## src/bfet_pkg.sv

```systemverilog
// shared types and fault masks for the battery fet enable and release block
`default_nettype none

package bfet_pkg;

    localparam int unsigned FaultW = 15;
    localparam int unsigned CountW = 8;
    localparam int unsigned CurW   = 16;
    localparam int unsigned CfgIdxW  = 2;
    localparam int unsigned CfgDataW = 16;

    // configuration register indexes
    localparam logic [CfgIdxW-1:0] CFG_RELEASE_TICKS = 2'd0;
    localparam logic [CfgIdxW-1:0] CFG_CURRENT_LOW   = 2'd1;
    localparam logic [CfgIdxW-1:0] CFG_CURRENT_HIGH  = 2'd2;

    localparam logic [CountW-1:0] RELEASE_TICKS_RST = 8'd20;
    localparam logic [CurW-1:0]   CURRENT_LOW_RST   = 16'd1800;
    localparam logic [CurW-1:0]   CURRENT_HIGH_RST  = 16'd4400;

    // charge_state codes
    localparam logic [1:0] ST_CHARGE    = 2'd1;
    localparam logic [1:0] ST_DISCHARGE = 2'd2;

    // fault bit positions
    localparam logic [FaultW-1:0] FB_OVP   = 15'h0001;
    localparam logic [FaultW-1:0] FB_UVP   = 15'h0002;
    localparam logic [FaultW-1:0] FB_COTP  = 15'h0004;
    localparam logic [FaultW-1:0] FB_CUTP  = 15'h0008;
    localparam logic [FaultW-1:0] FB_DOTP  = 15'h0010;
    localparam logic [FaultW-1:0] FB_DOCP  = 15'h0020;
    localparam logic [FaultW-1:0] FB_COCP  = 15'h0040;
    localparam logic [FaultW-1:0] FB_DVP   = 15'h0080;
    localparam logic [FaultW-1:0] FB_AFE   = 15'h0100;
    localparam logic [FaultW-1:0] FB_MOSPF = 15'h0200;
    localparam logic [FaultW-1:0] FB_OVPPF = 15'h0400;
    localparam logic [FaultW-1:0] FB_UVPPF = 15'h0800;
    localparam logic [FaultW-1:0] FB_MOSOT = 15'h1000;
    localparam logic [FaultW-1:0] FB_SHORT = 15'h2000;
    localparam logic [FaultW-1:0] FB_READY = 15'h4000;

    localparam logic [FaultW-1:0] MASK_CHG = FB_OVP | FB_COTP | FB_CUTP | FB_COCP | FB_DVP
        | FB_AFE | FB_MOSPF | FB_OVPPF | FB_UVPPF | FB_MOSOT | FB_READY;
    localparam logic [FaultW-1:0] MASK_DSG = FB_UVP | FB_DOTP | FB_DOCP | FB_DVP | FB_AFE
        | FB_MOSPF | FB_OVPPF | FB_UVPPF | FB_MOSOT | FB_SHORT | FB_READY;
    localparam logic [FaultW-1:0] MASK_XCHG = FB_DOTP | FB_DOCP | FB_MOSPF | FB_OVPPF
        | FB_UVPPF | FB_MOSOT | FB_SHORT | FB_AFE | FB_DVP | FB_READY;
    localparam logic [FaultW-1:0] MASK_XDSG = FB_COCP | FB_MOSPF | FB_OVPPF | FB_UVPPF
        | FB_MOSOT | FB_SHORT | FB_AFE | FB_DVP | FB_READY;

    typedef struct packed {
        logic              engineer_mode;
        logic              mode_changed;
        logic              ready_gate;
        logic [1:0]        charge_state;
        logic              cocp_l4_latched;
        logic              docp_l4_latched;
        logic [CurW-1:0]   batt_current;
        logic [FaultW-1:0] fault_bits;
    } tick_t;

    typedef struct packed {
        logic fets_valid;
        logic charge_fet_on;
        logic discharge_fet_on;
        logic clear_cocp_l4;
        logic clear_docp_l4;
        logic short_release;
    } fet_t;

    function automatic logic faults_clear(logic [FaultW-1:0] bits, logic [FaultW-1:0] mask);
        return (bits & mask) == FB_READY;
    endfunction

endpackage

`default_nettype wire

```

## src/bfet_tick_if.sv

```systemverilog
// handshake channel carrying one tick of battery status
`default_nettype none

interface bfet_tick_if;
    logic             valid;
    logic             ready;
    bfet_pkg::tick_t  data;

    modport source (output valid, output data, input ready);
    modport sink (input valid, input data, output ready);
endinterface

`default_nettype wire

```

## src/bfet_fet_if.sv

```systemverilog
// handshake channel carrying fet enables and release pulses
`default_nettype none

interface bfet_fet_if;
    logic            valid;
    logic            ready;
    bfet_pkg::fet_t  data;

    modport source (output valid, output data, input ready);
    modport sink (input valid, input data, output ready);
endinterface

`default_nettype wire

```

## src/battery_fet_enable_and_release.sv

```systemverilog
// top level: overcurrent latch release counters and fet enable decision
`default_nettype none

// channel    dir   beat contents
// tick_in    in    one 100 ms tick: mode, latches, current, fault word
// fets_out   out   fet enables and three release pulses, one per tick
// cfg_*      in    register write: release ticks, current window low/high
//
// one tick per cycle sustained while the output is not stalled; the result passes through
// the input register, then the result register, with compare and count logic between
// release counters update as a tick leaves the input register, so the next
// tick sees them at once
// a stalled result holds the input register; the block keeps accepting while
// the input register is free or moving
// reset clears counters and loads the register defaults

module battery_fet_enable_and_release (
    input  wire logic                           clk,
    input  wire logic                           rst_n,
    bfet_tick_if.sink                           tick_in,
    bfet_fet_if.source                          fets_out,
    input  wire logic                           cfg_we,
    input  wire logic [bfet_pkg::CfgIdxW-1:0]   cfg_index,
    input  wire logic [bfet_pkg::CfgDataW-1:0]  cfg_data
);
    import bfet_pkg::*;

    logic [CountW-1:0] ticks_reg;
    logic [CurW-1:0]   cur_low_reg;
    logic [CurW-1:0]   cur_high_reg;

    logic              s1_valid_reg;
    tick_t             s1_data_reg;
    logic              out_valid_reg;
    fet_t              out_data_reg;

    logic [CountW-1:0] cocp_cnt_reg, cocp_cnt_next;
    logic [CountW-1:0] docp_cnt_reg, docp_cnt_next;
    logic [CountW-1:0] short_cnt_reg, short_cnt_next;

    logic              s1_advance;
    logic              in_beat;
    fet_t              result;

    logic [CountW-1:0] cocp_base, docp_base, short_base;
    logic [CountW-1:0] cocp_inc, docp_inc, short_inc;
    logic              in_win;
    logic              in_chg, in_dsg;

    assign s1_advance    = !out_valid_reg || fets_out.ready;
    assign tick_in.ready = !s1_valid_reg || s1_advance;
    assign in_beat       = tick_in.valid && tick_in.ready;

    always_ff @(posedge clk or negedge rst_n)
    begin
        if (!rst_n)
        begin
            ticks_reg    <= RELEASE_TICKS_RST;
            cur_low_reg  <= CURRENT_LOW_RST;
            cur_high_reg <= CURRENT_HIGH_RST;
        end
        else if (cfg_we)
        begin
            case (cfg_index)
                CFG_RELEASE_TICKS: ticks_reg    <= cfg_data[CountW-1:0];
                CFG_CURRENT_LOW:   cur_low_reg  <= cfg_data[CurW-1:0];
                CFG_CURRENT_HIGH:  cur_high_reg <= cfg_data[CurW-1:0];
                default:           ;
            endcase
        end
    end

    always_comb
    begin
        in_chg    = s1_data_reg.charge_state == ST_CHARGE;
        in_dsg    = s1_data_reg.charge_state == ST_DISCHARGE;
        in_win    = (s1_data_reg.batt_current >= cur_low_reg)
                    && (s1_data_reg.batt_current <= cur_high_reg);
        cocp_base = s1_data_reg.mode_changed ? '0 : cocp_cnt_reg;
        docp_base = s1_data_reg.mode_changed ? '0 : docp_cnt_reg;
        short_base = s1_data_reg.mode_changed ? '0 : short_cnt_reg;
        cocp_inc  = cocp_base + 1'b1;
        docp_inc  = docp_base + 1'b1;
        short_inc = short_base + 1'b1;

        result         = '0;
        cocp_cnt_next  = cocp_cnt_reg;
        docp_cnt_next  = docp_cnt_reg;
        short_cnt_next = short_cnt_reg;

        if (!s1_data_reg.engineer_mode)
        begin
            cocp_cnt_next  = cocp_base;
            docp_cnt_next  = docp_base;
            short_cnt_next = short_base;
            if (s1_data_reg.ready_gate)
            begin
                // priority chain picks at most one counter to advance
                if (s1_data_reg.cocp_l4_latched && in_dsg)
                begin
                    result.clear_cocp_l4 = cocp_inc >= ticks_reg;
                    cocp_cnt_next = result.clear_cocp_l4 ? '0 : cocp_inc;
                end
                else if (s1_data_reg.docp_l4_latched && in_chg)
                begin
                    result.clear_docp_l4 = in_win && (docp_inc >= ticks_reg);
                    docp_cnt_next = (!in_win || result.clear_docp_l4) ? '0 : docp_inc;
                end
                else if (((s1_data_reg.fault_bits & FB_SHORT) != '0) && in_chg)
                begin
                    // outside the window the short counter holds, or is cleared on a mode change
                    if (in_win)
                    begin
                        result.short_release = short_inc >= ticks_reg;
                        short_cnt_next = result.short_release ? '0 : short_inc;
                    end
                end
                else
                begin
                    cocp_cnt_next  = '0;
                    docp_cnt_next  = '0;
                    short_cnt_next = '0;
                end

                result.fets_valid       = 1'b1;
                result.charge_fet_on    = faults_clear(s1_data_reg.fault_bits, MASK_CHG)
                    || (faults_clear(s1_data_reg.fault_bits, MASK_XCHG) && in_dsg);
                result.discharge_fet_on = faults_clear(s1_data_reg.fault_bits, MASK_DSG)
                    || (faults_clear(s1_data_reg.fault_bits, MASK_XDSG) && in_chg);
            end
        end
    end

    always_ff @(posedge clk or negedge rst_n)
    begin
        if (!rst_n)
        begin
            s1_valid_reg  <= 1'b0;
            out_valid_reg <= 1'b0;
            cocp_cnt_reg  <= '0;
            docp_cnt_reg  <= '0;
            short_cnt_reg <= '0;
        end
        else
        begin
            if (tick_in.ready)
            begin
                s1_valid_reg <= tick_in.valid;
            end
            if (s1_advance)
            begin
                out_valid_reg <= s1_valid_reg;
            end
            if (s1_valid_reg && s1_advance)
            begin
                cocp_cnt_reg  <= cocp_cnt_next;
                docp_cnt_reg  <= docp_cnt_next;
                short_cnt_reg <= short_cnt_next;
            end
        end
    end

    always_ff @(posedge clk)
    begin
        if (in_beat)
        begin
            s1_data_reg <= tick_in.data;
        end
        if (s1_valid_reg && s1_advance)
        begin
            out_data_reg <= result;
        end
    end

    assign fets_out.valid = out_valid_reg;
    assign fets_out.data  = out_data_reg;

    // at most one release pulse per tick
    a_one_release: assert property (@(posedge clk) disable iff (!rst_n)
        out_valid_reg |-> $onehot0({out_data_reg.clear_cocp_l4, out_data_reg.clear_docp_l4,
                                    out_data_reg.short_release}))
        else $error("more than one release pulse in a beat");

    // fet enables only when recomputed
    a_fet_gated: assert property (@(posedge clk) disable iff (!rst_n)
        (out_valid_reg && !out_data_reg.fets_valid)
        |-> (!out_data_reg.charge_fet_on && !out_data_reg.discharge_fet_on))
        else $error("fet enable without fets_valid");

    // a cocp release empties its counter
    a_cocp_clear: assert property (@(posedge clk) disable iff (!rst_n)
        (s1_valid_reg && s1_advance && result.clear_cocp_l4) |=> (cocp_cnt_reg == '0))
        else $error("cocp counter not cleared after release");

    // engineer mode leaves the counters untouched
    a_eng_hold: assert property (@(posedge clk) disable iff (!rst_n)
        (s1_valid_reg && s1_advance && s1_data_reg.engineer_mode)
        |=> ($stable(cocp_cnt_reg) && $stable(docp_cnt_reg) && $stable(short_cnt_reg)))
        else $error("counters moved in engineer mode");

    // a stalled result keeps the input register full
    a_stall_hold: assert property (@(posedge clk) disable iff (!rst_n)
        (out_valid_reg && !fets_out.ready && s1_valid_reg) |=> s1_valid_reg)
        else $error("input register lost a tick under stall");

endmodule

`default_nettype wire
```

## src/flat_wrapper.sv

```systemverilog
// flat-port wrapper written by rule: the top's interface ports become plain ports
module battery_fet_enable_and_release_flat import bfet_pkg::*;
  (clk, rst_n, cfg_we, cfg_index, cfg_data, tick_in_valid, tick_in_data, tick_in_ready, fets_out_valid, fets_out_data, fets_out_ready);
  bfet_tick_if tick_in_i ();
  bfet_fet_if fets_out_i ();
  input  wire logic clk;
  input  wire logic rst_n;
  input  wire logic cfg_we;
  input  wire logic [bfet_pkg::CfgIdxW-1:0] cfg_index;
  input  wire logic [bfet_pkg::CfgDataW-1:0] cfg_data;
  input wire logic [$bits(tick_in_i.valid)-1:0] tick_in_valid;
  input wire logic [$bits(tick_in_i.data)-1:0] tick_in_data;
  output wire logic [$bits(tick_in_i.ready)-1:0] tick_in_ready;
  output wire logic [$bits(fets_out_i.valid)-1:0] fets_out_valid;
  output wire logic [$bits(fets_out_i.data)-1:0] fets_out_data;
  input wire logic [$bits(fets_out_i.ready)-1:0] fets_out_ready;
  assign tick_in_i.valid = tick_in_valid;
  assign tick_in_i.data = tick_in_data;
  assign tick_in_ready = tick_in_i.ready;
  assign fets_out_valid = fets_out_i.valid;
  assign fets_out_data = fets_out_i.data;
  assign fets_out_i.ready = fets_out_ready;
  battery_fet_enable_and_release u_core (.clk(clk), .rst_n(rst_n), .tick_in(tick_in_i), .fets_out(fets_out_i), .cfg_we(cfg_we), .cfg_index(cfg_index), .cfg_data(cfg_data));
endmodule
```

## config.mk

```make
export PLATFORM = sky130hd
export DESIGN_NAME = battery_fet_enable_and_release_flat
export DESIGN_NICKNAME = d
export VERILOG_FILES = /design/src/bfet_pkg.sv /design/src/bfet_tick_if.sv /design/src/bfet_fet_if.sv /design/src/battery_fet_enable_and_release.sv /design/src/flat_wrapper.sv
export SDC_FILE = /design/constraint.sdc
export NUM_CORES = 1
export LEC_CHECK = 0
export ABC_CLOCK_PERIOD_IN_PS = 3300
export BUFFER_PORTS_ARGS = -buffer_cell sky130_fd_sc_hd__buf_2
export CAP_MARGIN = 15
export CORE_MARGIN = 4
export CORE_UTILIZATION = 38
export CTS_CLUSTER_DIAMETER = 200
export DETAILED_ROUTE_END_ITERATION = 8
export PLACE_DENSITY = 0.63
export SKIP_LAST_GASP = 1
export SYNTH_ARGS = -nofsm -noshare
export SYNTH_HDL_FRONTEND = slang
export SYNTH_SLANG_ARGS = --single-unit
```

## constraint.sdc

```tcl
create_clock -name clk -period 3.3 [get_ports clk]
set_input_delay 0.66 -clock clk [delete_from_list [all_inputs] [get_ports clk]]
set_output_delay 0.66 -clock clk [all_outputs]
set_load 0.05 [all_outputs]
```

Word-level counts from Yosys, hierarchy flattened. Index checks and enable logic that the tools add are counted.

Multiplexer cells: 26. Bitwise gates (word level): 6. Add/subtract/negate cells: 3. $lt $le $gt $ge: 5. Reductions and logical operators: 26. Equal/unequal tests: 8.

Operator list (number): 2-to-1 mux 8 bit (19); adder 8 x 1 -> 8 bit, second input constant (3); greater-or-equal comparator 8 bit (3); equality test 11 bit, second input constant (2); greater-or-equal comparator 16 bit (1); less-or-equal comparator 16 bit (1); equality test 10 bit, second input constant (1); equality test 9 bit, second input constant (1); logical AND 1 bit (9); AND reduction 2 bit (4); 2-to-1 mux 6 bit (1); inverter 1 bit (6); OR reduction 6 bit (1); logical OR 1 bit (5); 2-to-1 mux 1 bit (5); equality test 2 x 1 -> 1 bit, second input constant (2); equality test 2 bit, second input constant (2); OR reduction 4 bit (1); zero test 1 bit (3); OR reduction 3 bit (1); zero test 2 bit (1); 2-to-1 mux 2 bit (1); OR reduction 2 bit (1).

Output and inout port bits: 8. Bits of input ports: 61. Word-level logic and storage cells: 96. Flip-flop bits (word level): 110.

Depth between registers and ports, before layout. Gate-level depths: netlist of the first run.

Word-level depth: 9. Depth in mapped cells: 15. Depth with buffers taken out: 13.

Worst setup path before layout of the first run. No wires, ideal clock.

Path kind: flip-flop to flip-flop. Start point: register u_core.s1_data_reg[36] (netlist bit). End point: register u_core.cocp_cnt_reg[0]. Period minus slack after synthesis: 2949 ps. Cell stages (with the launch flop): 16. Library setup time: 64 ps. Required time: 3236 ps. Arrival time: 2885 ps. Path buffers: 3. Slack: 351 ps. Cell sequence: edfxtp_1 -> buf_6 -> buf_6 -> nor2b_1 -> ha_1 -> nand3_1 -> xor2_1 -> nor2_1 -> ha_1 -> and2_1 -> o21ai_0 -> o21ai_0 -> o41ai_1 -> and4_1 -> buf_2 -> mux2_2.

Longest elaborated chain between the ends: 6. Elaborated cells between the ends (all ways): 8. Classes of those cells: 1 x add/sub; 1 x order compare; 6 x mux.

Ends and longest elaborated chain: start, declared (RTL line battery_fet_enable_and_release.sv:33) `tick_t s1_data_reg;`; start signal, assigned (RTL line battery_fet_enable_and_release.sv:167) `s1_data_reg <= tick_in.data;`; 2-to-1 mux 8 bit (*) (RTL line battery_fet_enable_and_release.sv:79) `cocp_base = s1_data_reg.mode_changed ? '0 : cocp_cnt_reg;`; adder 8 x 1 -> 8 bit (RTL line battery_fet_enable_and_release.sv:82) `cocp_inc = cocp_base + 1'b1;`; greater-or-equal comparator 8 bit (RTL line battery_fet_enable_and_release.sv:101) `result.clear_cocp_l4 = cocp_inc >= ticks_reg;`; 2-to-1 mux 8 bit (RTL line battery_fet_enable_and_release.sv:102) `cocp_cnt_next = result.clear_cocp_l4 ? '0 : cocp_inc;`; 2-to-1 mux 8 bit (RTL line battery_fet_enable_and_release.sv:99) `if (s1_data_reg.cocp_l4_latched && in_dsg)`; 2-to-1 mux 8 bit (*) (RTL line battery_fet_enable_and_release.sv:96) `if (s1_data_reg.ready_gate)`; end signal, assigned (RTL line battery_fet_enable_and_release.sv:156) `cocp_cnt_reg <= cocp_cnt_next;`; end, declared (RTL line battery_fet_enable_and_release.sv:37) `logic [CountW-1:0] cocp_cnt_reg, cocp_cnt_next;`.

Every way passes the cells marked *; elsewhere a longest branch is shown, timed or not. A chain may end at the register's enable or synchronous reset.

Final worst setup path of the first run.
Start point: register u_core.s1_data_reg[36] (netlist bit). End point: register u_core.docp_cnt_reg[0].

Longest elaborated chain between the ends: 9. Elaborated cells between the ends (all ways): 10. Classes of those cells: 1 x add/sub; 1 x order compare; 6 x mux; 2 x reduce/logical.

Ends and longest elaborated chain: 2-to-1 mux 8 bit (*) (RTL line battery_fet_enable_and_release.sv:80) `docp_base = s1_data_reg.mode_changed ? '0 : docp_cnt_reg;`; adder 8 x 1 -> 8 bit (RTL line battery_fet_enable_and_release.sv:83) `docp_inc = docp_base + 1'b1;`; greater-or-equal comparator 8 bit (RTL line battery_fet_enable_and_release.sv:106) `result.clear_docp_l4 = in_win && (docp_inc >= ticks_reg);`; logical AND 1 bit (RTL line battery_fet_enable_and_release.sv:106); logical OR 1 bit (RTL line battery_fet_enable_and_release.sv:107) `docp_cnt_next = (!in_win || result.clear_docp_l4) ? '0 : docp_inc;`; 2-to-1 mux 8 bit (RTL line battery_fet_enable_and_release.sv:107); 2-to-1 mux 8 bit (RTL line battery_fet_enable_and_release.sv:104) `else if (s1_data_reg.docp_l4_latched && in_chg)`; 2-to-1 mux 8 bit (RTL line battery_fet_enable_and_release.sv:99); 2-to-1 mux 8 bit (*) (RTL line battery_fet_enable_and_release.sv:96); end signal, assigned (RTL line battery_fet_enable_and_release.sv:157) `docp_cnt_reg <= docp_cnt_next;`; end, declared (RTL line battery_fet_enable_and_release.sv:38) `logic [CountW-1:0] docp_cnt_reg, docp_cnt_next;`.

Marks and branches as above.

==> results.yml, run 1 <==
grt:
  grtUsageMet2: 0.228
  globalRouteMet1Util: 0.183
  initial_antenna_violation_count: 0
  globalRoute.totalOverflow: 0
  grt_start_max_net_pins: 39
  top_usage_layer: "met2"
  global_route_wire_length_before_repair_mm: 19.6
  groute.usage.overall: 0.138
  grt_pass1_vias: 4028
  grt_use_met3: 0.0260
routing:
  route.detailed.vias_per_inst: 5.07
  vias: 3925
  antenna_left: 0
  detail_route.iter0.violations: 189
  routed_wire_length_mm: 11.6
  routed_wirelength_normalized_by_instance_count_um: 15.0
  drtPass1Iterations: 5
  drc: 0
synthesis:
  syn-mean-instance-area_sq_um: 11.8
  synthXorXnorAreaFrac: 0.0254
  syn-instance-count: 498
  synth_adder_area_share: 0.126
  dominant_combinational_cell_family_by_area_after_synthesis: "adder cells"
  synth.mux.area_fraction: 0.0689
  syn-cell-area_sq_um: 5870
  synth_fp_nets: 618
  synth-edff-count: 44
  synthSimpleGateAreaFrac: 0.122
  ys_seq_area_frac: 0.509
  synth_compound_area_frac: 0.113
  synth.lib_cells_used.distinct: 57
  ys_dominant_reg_cell: "sky130_fd_sc_hd__dfrtp_1"
  postSynthRegisterBits: 110
  async_flop_share: 0.600
  synth_warnings: 0
critical_path:
  critical_path.startpoint: "u_core.s1_data_reg[36]$_DFFE_PP_"
  worstSetupStartpointType: "flop"
  critPathRequiredTime_ns: 3.58
  reg2regPathDepth: 14
  cp.arrival_ns: 3.40
  worst_setup_path_end_kind: "flop"
  r2r-start: "u_core.s1_data_reg[36]$_DFFE_PP_"
  critical_path_start_end_classification: "flop to flop"
  critical_path_peak_fanout: 17
finish:
  area_growth_pct: 17.2
  final_layout_size_suffix_gt1_frac: 0.271
  largest_register_ff_count: 38
  fillerInstances: 1403
  post_layout_nonfiller_instances: 774
  utilization: 0.454
  antenna_cells: 0
  number_of_nets_in_the_layout: 701
die:
  floorplan.die_area_sq_um: 17500
  chipWidth_um: 132
  floorplan.io_pins: 69
  initial_utilization: 0.387
  dieHeight_um: 132
  core_sq_um: 15100
  placement_rows: 45
clock_tree:
  clock_tree_from_tritoncts: "built"
  htree_levels: 3
  cts.root.buffer_cell: "sky130_fd_sc_hd__clkbuf_16"
  clk_buf_depth: 2
  clock_sinks: 110
  clk_pin_slew_ns: 0.07
  clk_latency_ns: 0.35
  cts_hold_buffers: 0
  clock_buffer_count_from_cts: 9
worst_hold_path:
  holdCritPathClass: "input port to asynchronous set/reset pin"
timing:
  rsz0062_at_grt: "false"
  finalSetupViolCount: 0
  layout_setup_ws_ns: 0.178
  hold_slack_ns: 0.271
  worst_pin_slew_ns: 0.915
  period_share: 0.946
  timing.final.crit_period_ns: 3.12
  number_of_slew_limit_violations_in_the_final_report: 0
  fmax_ghz: 0.320
  worst_clock_skew_ns: 0.00994
  setup_tns_ns: 0
  worst_slew_margin_rel: 0.388
  timing.final.hold_violations: 0
power:
  power.leakage_nw: 3.12
  maximum_ir_drop_on_the_vdd_rail_uv: 320
  power.density_cell_area_nw_per_um2: 496
place:
  io_buffers: 68
  place.gp.congestion: 0.844
  place_inst: 754
  placement.setup.worst_slack_ns: 0.104
  place.detailed.hpwl_mm: 8.90
flow_run:
  maxCapViolations: 0
status:
  status: "completed"
==> routing by layer <==
layer  vias up  part of all wire  wire, um
li1       1982                 -         -
met1      1866              0.48      5520
met2        68              0.48      5570
met3         9             0.034       389
met4         0             0.011       127
met5         -                 0         0
==> cell families after synthesis <==
kind of cell	count (synthesis)
simple gates	133
flops	110
compound gates	91
fa+ha+maj	59
buf+inv	52
mux	36
xor+xnor	17
==> layout by cell type (no fill, tap or decap), types with 3 or more instances in the layout <==
cell / instances
sky130_fd_sc_hd__nand2b_1: 12
sky130_fd_sc_hd__xnor2_1: 6
sky130_fd_sc_hd__dfstp_2: 10
sky130_fd_sc_hd__nor3b_1: 3
sky130_fd_sc_hd__nand3_1: 19
sky130_fd_sc_hd__nor2_1: 22
sky130_fd_sc_hd__nand2_1: 24
sky130_fd_sc_hd__nor2b_1: 8
sky130_fd_sc_hd__a21o_1: 7
sky130_fd_sc_hd__nor3_1: 7
sky130_fd_sc_hd__a22o_1: 18
sky130_fd_sc_hd__xor2_1: 11
sky130_fd_sc_hd__or3_1: 4
sky130_fd_sc_hd__buf_2: 68
sky130_fd_sc_hd__nor4_1: 3
sky130_fd_sc_hd__buf_4: 9
sky130_fd_sc_hd__a21oi_1: 17
sky130_fd_sc_hd__ha_1: 58
sky130_fd_sc_hd__a31oi_1: 3
sky130_fd_sc_hd__dfrtp_1: 56
sky130_fd_sc_hd__nand4_1: 7
sky130_fd_sc_hd__edfxtp_1: 44
sky130_fd_sc_hd__o21ai_0: 23
sky130_fd_sc_hd__mux2_2: 35
sky130_fd_sc_hd__clkbuf_16: 13
sky130_fd_sc_hd__and3_1: 4
sky130_fd_sc_hd__and2_1: 4
sky130_fd_sc_hd__nand3b_1: 4
sky130_fd_sc_hd__inv_1: 45
==> metrics by stage <==
stage	total power [mW]	instance area, sq um
detailed placement	2.29	6470
global placement	2.26	6470
floorplan	2.09	5870
CTS	3.45	6800
finish	3.41	6870
global route	3.60	6870
==> where the power goes <==
part,switching [mW],internal [mW]
clock network,0.481,0.670
logic,0.344,0.272
registers,0.0665,1.58
total,0.892,2.52
==> worst paths after layout <==
check | to | slack [ns]
setup / recovery | u_core.docp_cnt_reg[0]$_DFFE_PN0P_ | 0.18
min in group clk | u_core.s1_data_reg[15]$_DFFE_PP_ | 0.48
max in group asynchronous | u_core.ticks_reg[2]$_DFFE_PN1P_ | 2.22
hold / removal | u_core.cur_high_reg[10]$_DFFE_PN0P_ | 0.27
setup reg to reg | u_core.docp_cnt_reg[0]$_DFFE_PN0P_ | 0.18
hold reg to reg | u_core.fets_out.valid$_DFFE_PN0P_ | 0.49
==> what timing repair did <==
item / in CTS / in global routing
setup endpoints to repair: 0 / 22
resized for setup: 0 / 9
buffers inserted: 0 / 3
==> Yosys cell counts, types with 4 or more instances <==
| master | count | area [sq um] |
|---|---|---|
| sky130_fd_sc_hd__dfstp_2 | 10 | 263 |
| sky130_fd_sc_hd__nand2_1 | 24 | 90.1 |
| sky130_fd_sc_hd__nand4_1 | 7 | 43.8 |
| sky130_fd_sc_hd__nand3b_1 | 4 | 30.0 |
| sky130_fd_sc_hd__nor2_1 | 23 | 86.3 |
| sky130_fd_sc_hd__dfrtp_1 | 56 | 1400 |
| sky130_fd_sc_hd__nand3_1 | 20 | 100 |
| sky130_fd_sc_hd__a21o_1 | 7 | 52.6 |
| sky130_fd_sc_hd__nand2b_1 | 12 | 75.1 |
| sky130_fd_sc_hd__nor2b_1 | 10 | 62.6 |
| sky130_fd_sc_hd__a21oi_1 | 17 | 85.1 |
| sky130_fd_sc_hd__nor3_1 | 7 | 35.0 |
| sky130_fd_sc_hd__a22o_1 | 18 | 158 |
| sky130_fd_sc_hd__and2_1 | 5 | 31.3 |
| sky130_fd_sc_hd__o21ai_0 | 24 | 120 |
| sky130_fd_sc_hd__xnor2_1 | 6 | 52.6 |
| sky130_fd_sc_hd__ha_1 | 59 | 738 |
| sky130_fd_sc_hd__inv_1 | 44 | 165 |
| sky130_fd_sc_hd__or3_1 | 4 | 25.0 |
| sky130_fd_sc_hd__and3_1 | 4 | 25.0 |
| sky130_fd_sc_hd__mux2_2 | 35 | 394 |
| sky130_fd_sc_hd__edfxtp_1 | 44 | 1320 |
| sky130_fd_sc_hd__xor2_1 | 11 | 96.3 |
| sky130_fd_sc_hd__clkbuf_1 | 5 | 18.8 |
==> critical path, cell delays in order, from the launching register on <==
cell	delay [ns]
sky130_fd_sc_hd__edfxtp_1	0.43
sky130_fd_sc_hd__buf_12	0.18
sky130_fd_sc_hd__nor2b_1	0.12
sky130_fd_sc_hd__ha_2	0.20
sky130_fd_sc_hd__nand3_2	0.10
sky130_fd_sc_hd__xnor2_1	0.14
sky130_fd_sc_hd__nor2_1	0.17
sky130_fd_sc_hd__ha_1	0.27
sky130_fd_sc_hd__and2_1	0.16
sky130_fd_sc_hd__o21ai_0	0.13
sky130_fd_sc_hd__o21ai_1	0.10
sky130_fd_sc_hd__o41a_1	0.45
sky130_fd_sc_hd__nor4_4	0.30
sky130_fd_sc_hd__buf_6	0.16
sky130_fd_sc_hd__a2bb2oi_2	0.12
==> final cells by class <==
class	count	area [sq um]	share of cell area
clock buffer	13	314	0.0457
clock inverter	3	17.5	0.00255
inverter	44	165	0.0240
sequential	110	2990	0.434
timing repair buffer	80	464	0.0675
tap	188	235	0.0342
multi-input combinational	336	2690	0.392
(Power assumes the default switching activity.)
==> run 2: changes to the inputs <==
- ABC_AREA: unset -> 1
- PLACE_DENSITY: 0.63 -> unset
==> results.yml, run 2 <==
grt:
  globalRoute.totalOverflow: 0
  initial_antenna_violation_count: 0
  grt_start_max_net_pins: 67
  global_route_wire_length_before_repair_mm: 23.9
  groute.usage.overall: 0.152
  grt_pass1_vias: 4888
timing:
  timing.final.crit_period_ns: 2.98
  worst_clock_skew_ns: 0.0120
  setup_tns_ns: 0
  period_share: 0.902
  layout_setup_ws_ns: 0.324
  fmax_ghz: 0.336
  worst_slew_margin_rel: 0.325
  timing.final.hold_violations: 0
  finalSetupViolCount: 0
  worst_pin_slew_ns: 1.01
  rsz0062_at_grt: "false"
  number_of_slew_limit_violations_in_the_final_report: 0
clock_tree:
  clk_pin_slew_ns: 0.08
  clk_latency_ns: 0.36
  htree_levels: 3
  cts.root.buffer_cell: "sky130_fd_sc_hd__clkbuf_16"
  cts_repair_resize_count: 0
  clock_sinks: 110
  cts_hold_buffers: 0
  clk_buf_depth: 2
  clock_buffer_count_from_cts: 9
  post-cts-setup-buffers: 0
  clock_tree_from_tritoncts: "built"
place:
  dpl_cell_area_sq_um: 7110
  place_inst: 1048
  placement.setup.worst_slack_ns: 0.240
  place.detailed.hpwl_mm: 10.3
  place.gp.congestion: 0.859
  io_buffers: 68
synthesis:
  synth.cells.most_frequent: "sky130_fd_sc_hd__nand2_1, sky130_fd_sc_hd__inv_1, sky130_fd_sc_hd__ha_1"
  syn-mean-instance-area_sq_um: 8.46
  ys_seq_area_frac: 0.459
  synth.lib_cells_used.distinct: 42
  synth_fp_nets: 888
  synth.area.top_cells: "sky130_fd_sc_hd__dfrtp_1, sky130_fd_sc_hd__edfxtp_1, sky130_fd_sc_hd__ha_1"
  ys_dominant_reg_cell: "sky130_fd_sc_hd__dfrtp_1"
  netlist.area_leader.share: 0.216
  async_flop_share: 0.600
  syn-cell-area_sq_um: 6500
  postSynthRegisterBits: 110
  synth-edff-count: 44
  synth.largest_area_cell: "sky130_fd_sc_hd__dfrtp_1"
  syn-instance-count: 768
  synth_warnings: 0
  yosysMostFrequentCell: "sky130_fd_sc_hd__nand2_1"
routing:
  drc: 0
  route.detailed.vias_per_inst: 4.75
  vias: 5057
  detail_route.iter0.violations: 351
  routed_wire_length_mm: 14.0
  antenna_left: 0
  drtPass1Iterations: 4
  routed_wirelength_normalized_by_instance_count_um: 13.2
status:
  status: "completed"
finish:
  finalInstanceArea_sq_um: 7430
  area_growth_pct: 14.3
  number_of_nets_in_the_layout: 959
  largest_register_ff_count: 38
  antenna_cells: 0
  final_layout_size_suffix_gt1_frac: 0.164
  most-common-layout-cells: "sky130_fd_sc_hd__nand2_1, sky130_fd_sc_hd__inv_1, sky130_fd_sc_hd__buf_2"
  layout_commonest_cell: "sky130_fd_sc_hd__nand2_1"
  post_layout_nonfiller_instances: 1064
die:
  floorplan.die_area_sq_um: 19300
  floorplan.io_pins: 69
  dieHeight_um: 139
  chipWidth_um: 139
  core_sq_um: 16700
  initial_utilization: 0.389
  placement_rows: 47
power:
  power.leakage_nw: 3.71
  maximum_ir_drop_on_the_vdd_rail_uv: 358
  total_power_mw: 4.37
  power.density_cell_area_nw_per_um2: 588
flow_run:
  maxCapViolations: 0
critical_path:
  worst_setup_path_end_kind: "flop"
  worstSetupStartpointType: "flop"
  critPathRequiredTime_ns: 3.56
  critical_path_peak_fanout: 16
  critical_path_start_end_classification: "flop to flop"
  cp.arrival_ns: 3.23
worst_hold_path:
  holdCritPathClass: "input port to flop"
==> run 2: routing by layer <==
| layer | track usage | vias up | share of wire |
|---|---|---|---|
| met5 | 0 | - | 0 |
| met4 | 0.0479 | 0 | 0.015 |
| met3 | 0.0321 | 14 | 0.044 |
| met2 | 0.245 | 103 | 0.47 |
| met1 | 0.206 | 2311 | 0.48 |
| li1 | - | 2629 | - |
==> run 2: report_power, final <==
part           switching (mW)  total [mW]  internal [mW]
sequential              0.123        1.80           1.68
clock                   0.576        1.12          0.545
combinational           0.929        1.44          0.515
==> run 2: area by class of cell <==
type	instances	area, sq um
fill	1681	9270
sequential	110	2990
multi-input combinational	497	2910
inverter	146	548
timing repair buffer	75	405
tap	220	275
clock buffer	9	225
clock inverter	7	83.8
==> run 2: worst max-delay path, cell delays in order, from the launching register on <==
cell and delay (ns):
sky130_fd_sc_hd__edfxtp_1 0.51, sky130_fd_sc_hd__buf_12 0.22, sky130_fd_sc_hd__nor2_2 0.17, sky130_fd_sc_hd__ha_1 0.22, sky130_fd_sc_hd__nand3_2 0.10, sky130_fd_sc_hd__nor2_1 0.09, sky130_fd_sc_hd__nand2_1 0.07, sky130_fd_sc_hd__xor2_1 0.19
sky130_fd_sc_hd__inv_1 0.07, sky130_fd_sc_hd__ha_1 0.27, sky130_fd_sc_hd__nand2_1 0.07, sky130_fd_sc_hd__nor4_1 0.48, sky130_fd_sc_hd__nor3b_4 0.15, sky130_fd_sc_hd__nand4_1 0.11, sky130_fd_sc_hd__nand2_1 0.06, sky130_fd_sc_hd__nand2_1 0.06
sky130_fd_sc_hd__nand2_1 0.05
==> run 2: final timing paths <==
| check | from | depth (start not counted) | end | slack, ns |
|---|---|---|---|---|
| hold reg to reg | u_core.cur_high_reg[11]$_DFFE_PN0P_ | 2 | u_core.cur_high_reg[11]$_DFFE_PN0P_ | 0.49 |
| setup reg to reg | u_core.s1_data_reg[36]$_DFFE_PP_ | 16 | u_core.docp_cnt_reg[1]$_DFFE_PN0P_ | 0.32 |
| hold / removal | tick_in_data[6] | 1 | u_core.s1_data_reg[6]$_DFFE_PP_ | 0.47 |
| max in group asynchronous | rst_n | 2 | u_core.cur_high_reg[14]$_DFFE_PN0P_ | 2.24 |
| min in group asynchronous | rst_n | 2 | u_core.short_cnt_reg[5]$_DFFE_PN0P_ | 0.51 |
| setup / recovery | u_core.s1_data_reg[36]$_DFFE_PP_ | 16 | u_core.docp_cnt_reg[1]$_DFFE_PN0P_ | 0.32 |
==> run 2: logic make-up after synthesis <==
group / synth area share
AO/OA/AOI/OAI: 0.111
XOR/XNOR: 0.0148
AND/OR/NAND/NOR: 0.206
adder cells (fa/ha/maj): 0.114
flip-flops: 0.459
buffers and inverters: 0.0951
==> run 2: stage by stage <==
| stage | hold WS, ns | util |
|---|---|---|
| 6_report | 0.465 | 0.445 |
| 5_1_grt | 0.443 | 0.445 |
| 2_1_floorplan | 0.364 | - |
| 4_1_cts | 0.449 | 0.444 |
| 3_3_place_gp | 0.465 | 0.426 |
| 3_5_place_dp | 0.473 | 0.426 |
==> run 3: changes to the inputs <==
==> constraint.sdc (replaced) <==
create_clock -name clk -period 3.3 [get_ports clk]
set_input_delay 0.33 -clock clk [delete_from_list [all_inputs] [get_ports clk]]
set_output_delay 0.33 -clock clk [all_outputs]
set_load 0.05 [all_outputs]
==> results.yml, run 3 (same netlist as run 2, synthesis figures left out) <==
die:
  placement_rows: 47
  core_sq_um: 16700
  floorplan.io_pins: 69
  chipWidth_um: 139
  floorplan.die_area_sq_um: 19300
  dieHeight_um: 139
  initial_utilization: 0.389
critical_path:
  worstPathBufferInverterCount: 2
  critical_path_peak_fanout: 16
  critical_path_start_end_classification: "flop to flop"
  worst_path_most_repeated_cell: "sky130_fd_sc_hd__nand2_1"
  cp.arrival_ns: 3.24
  critical-path-slowest-cell: "sky130_fd_sc_hd__edfxtp_1"
  critPathMaxStageDelay_ns: 0.47
  worstSetupStartpointType: "flop"
  cp_cell_sequence: "buf_12 -> nor2_2 -> ha_1 -> nand3_2 -> nor2_1 -> nand2_1 -> xor2_1 -> inv_1 -> ha_1 -> nand2_1 -> o21ai_0 -> nor3b_4 -> nand4_1 -> nand2_1 -> nand2_1 -> nand2_1"
  critPathRequiredTime_ns: 3.60
  critical_path.top_delay_family: "simple AND/OR/NAND/NOR gates"
  worst_setup_path_end_kind: "flop"
finish:
  most-common-layout-cells: "sky130_fd_sc_hd__nand2_1, sky130_fd_sc_hd__inv_1, sky130_fd_sc_hd__buf_2"
  antenna_cells: 0
  largest_register_ff_count: 38
  post_layout_nonfiller_instances: 1066
  area_growth_pct: 14.8
  final_layout_size_suffix_gt1_frac: 0.165
  finalInstanceArea_sq_um: 7460
  fillerInstances: 1737
  number_of_nets_in_the_layout: 961
  multi_input_area_sq_um: 2900
  layout_commonest_cell: "sky130_fd_sc_hd__nand2_1"
  sequential_cell_area_sq_um: 2990
timing:
  worst_pin_slew_ns: 0.939
  fmax_ghz: 0.340
  worst_slew_margin_rel: 0.372
  finalSetupViolCount: 0
  number_of_slew_limit_violations_in_the_final_report: 0
  worst_clock_skew_ns: 0.0161
  timing.final.crit_period_ns: 2.94
  period_share: 0.891
  hold_slack_ns: 0.0955
  timing.final.hold_violations: 0
  layout_setup_ws_ns: 0.359
power:
  switching_share: 0.366
  pwr-share-comb: 0.327
  maximum_ir_drop_on_the_vdd_rail_uv: 353
  power.switching_mw: 1.63
  power.leakage_nw: 3.73
  p_int_mw: 2.82
  p_clk_frac: 0.267
  power.density_cell_area_nw_per_um2: 595
  seq_power_share: 0.406
routing:
  antenna_left: 0
  drc: 0
  vias: 5028
  drtPass1Iterations: 6
  routed_wirelength_normalized_by_instance_count_um: 13.3
  detail_route.iter0.violations: 315
  routed_wire_length_mm: 14.2
  route.detailed.vias_per_inst: 4.72
grt:
  groute.usage.overall: 0.152
  initial_antenna_violation_count: 0
  global_route_wire_length_before_repair_mm: 24.1
  grt_pass1_vias: 4918
  globalRoute.totalOverflow: 0
  grt_start_max_net_pins: 44
worst_hold_path:
  holdCritPathClass: "input port to asynchronous set/reset pin"
place:
  dpl_cell_area_sq_um: 7130
  placement.setup.worst_slack_ns: 0.278
  place.gp.congestion: 0.875
  place_inst: 1050
  place.detailed.hpwl_mm: 10.7
  io_buffers: 68
clock_tree:
  clock_buffer_count_from_cts: 9
  clk_buf_depth: 2
  clock_sinks: 110
  htree_levels: 3
  clk_latency_ns: 0.36
  clk_pin_slew_ns: 0.08
  cts.root.buffer_cell: "sky130_fd_sc_hd__clkbuf_16"
  post-cts-setup-buffers: 0
  cts_hold_buffers: 0
  clock_tree_from_tritoncts: "built"
status:
  status: "completed"
flow_run:
  maxCapViolations: 0
run 3: changes by cell type in the layout (fill, tap and decap cells not counted):
cell	previous run	this run
sky130_fd_sc_hd__inv_6	0	2
sky130_fd_sc_hd__nor2_4	5	4
sky130_fd_sc_hd__inv_8	3	1
sky130_fd_sc_hd__clkinv_4	2	0
sky130_fd_sc_hd__bufinv_16	0	1
sky130_fd_sc_hd__nor2_2	8	9
sky130_fd_sc_hd__clkinv_8	2	3
sky130_fd_sc_hd__buf_4	6	8
run 3: stage by stage:
step / utilization / setup TNS, ns / total power [mW]
3_3_place_gp: 0.427 / 0 / 3.25
2_1_floorplan: - / 0 / 2.89
6_report: 0.447 / 0 / 4.44
5_1_grt: 0.447 / -0.0168 / 4.82
4_1_cts: 0.447 / 0 / 4.49
3_5_place_dp: 0.427 / 0 / 3.27
run 3: routing by layer:
layer	vias up	global-route usage	part of all wire
met3	18	0.0307	0.044
met4	0	0.0520	0.019
li1	2637	-	-
met5	-	0	0
met2	115	0.254	0.47
met1	2258	0.198	0.47
run 3: timing repair:
item	CTS	global route
endpoints found under the hold margin	0	0
resized for setup	0	1
setup endpoints to repair	0	9
run 3: power by group through the flow:
| stage | Combinational [mW] | Sequential, mW | Clock [mW] |
|---|---|---|---|
| 2_1_floorplan | 1.06 | 1.83 | 0 |
| 3_3_place_gp | 1.43 | 1.83 | 0 |
| 3_5_place_dp | 1.44 | 1.83 | 0 |
| 4_1_cts | 1.46 | 1.81 | 1.23 |
| 5_1_grt | 1.70 | 1.84 | 1.28 |
| 6_report | 1.45 | 1.81 | 1.19 |
run 3: final timing paths:
| check | start | slack, ns | endpoint | cells past startpoint |
|---|---|---|---|---|
| max | u_core.s1_data_reg[36]$_DFFE_PP_ | 0.36 | u_core.docp_cnt_reg[1]$_DFFE_PN0P_ | 16 |
| min | rst_n | 0.1 | u_core.short_cnt_reg[7]$_DFFE_PN0P_ | 1 |
| max reg2reg | u_core.s1_data_reg[36]$_DFFE_PP_ | 0.36 | u_core.docp_cnt_reg[1]$_DFFE_PN0P_ | 16 |
| min reg2reg | u_core.cur_low_reg[2]$_DFFE_PN0P_ | 0.49 | u_core.cur_low_reg[2]$_DFFE_PN0P_ | 2 |
| max in group asynchronous | rst_n | 2.37 | u_core.cur_high_reg[8]$_DFFE_PN1P_ | 2 |
| min in group clk | tick_in_data[1] | 0.14 | u_core.s1_data_reg[1]$_DFFE_PP_ | 1 |
run 3: area by class of cell:
cell class,instances,share of cell area
Clock buffer,9,0.0302
Inverter,146,0.0734
Multi-Input combinational cell,497,0.389
Clock inverter,7,0.0144
Timing Repair Buffer,77,0.0563
Sequential cell,110,0.400
Tap cell,220,0.0369
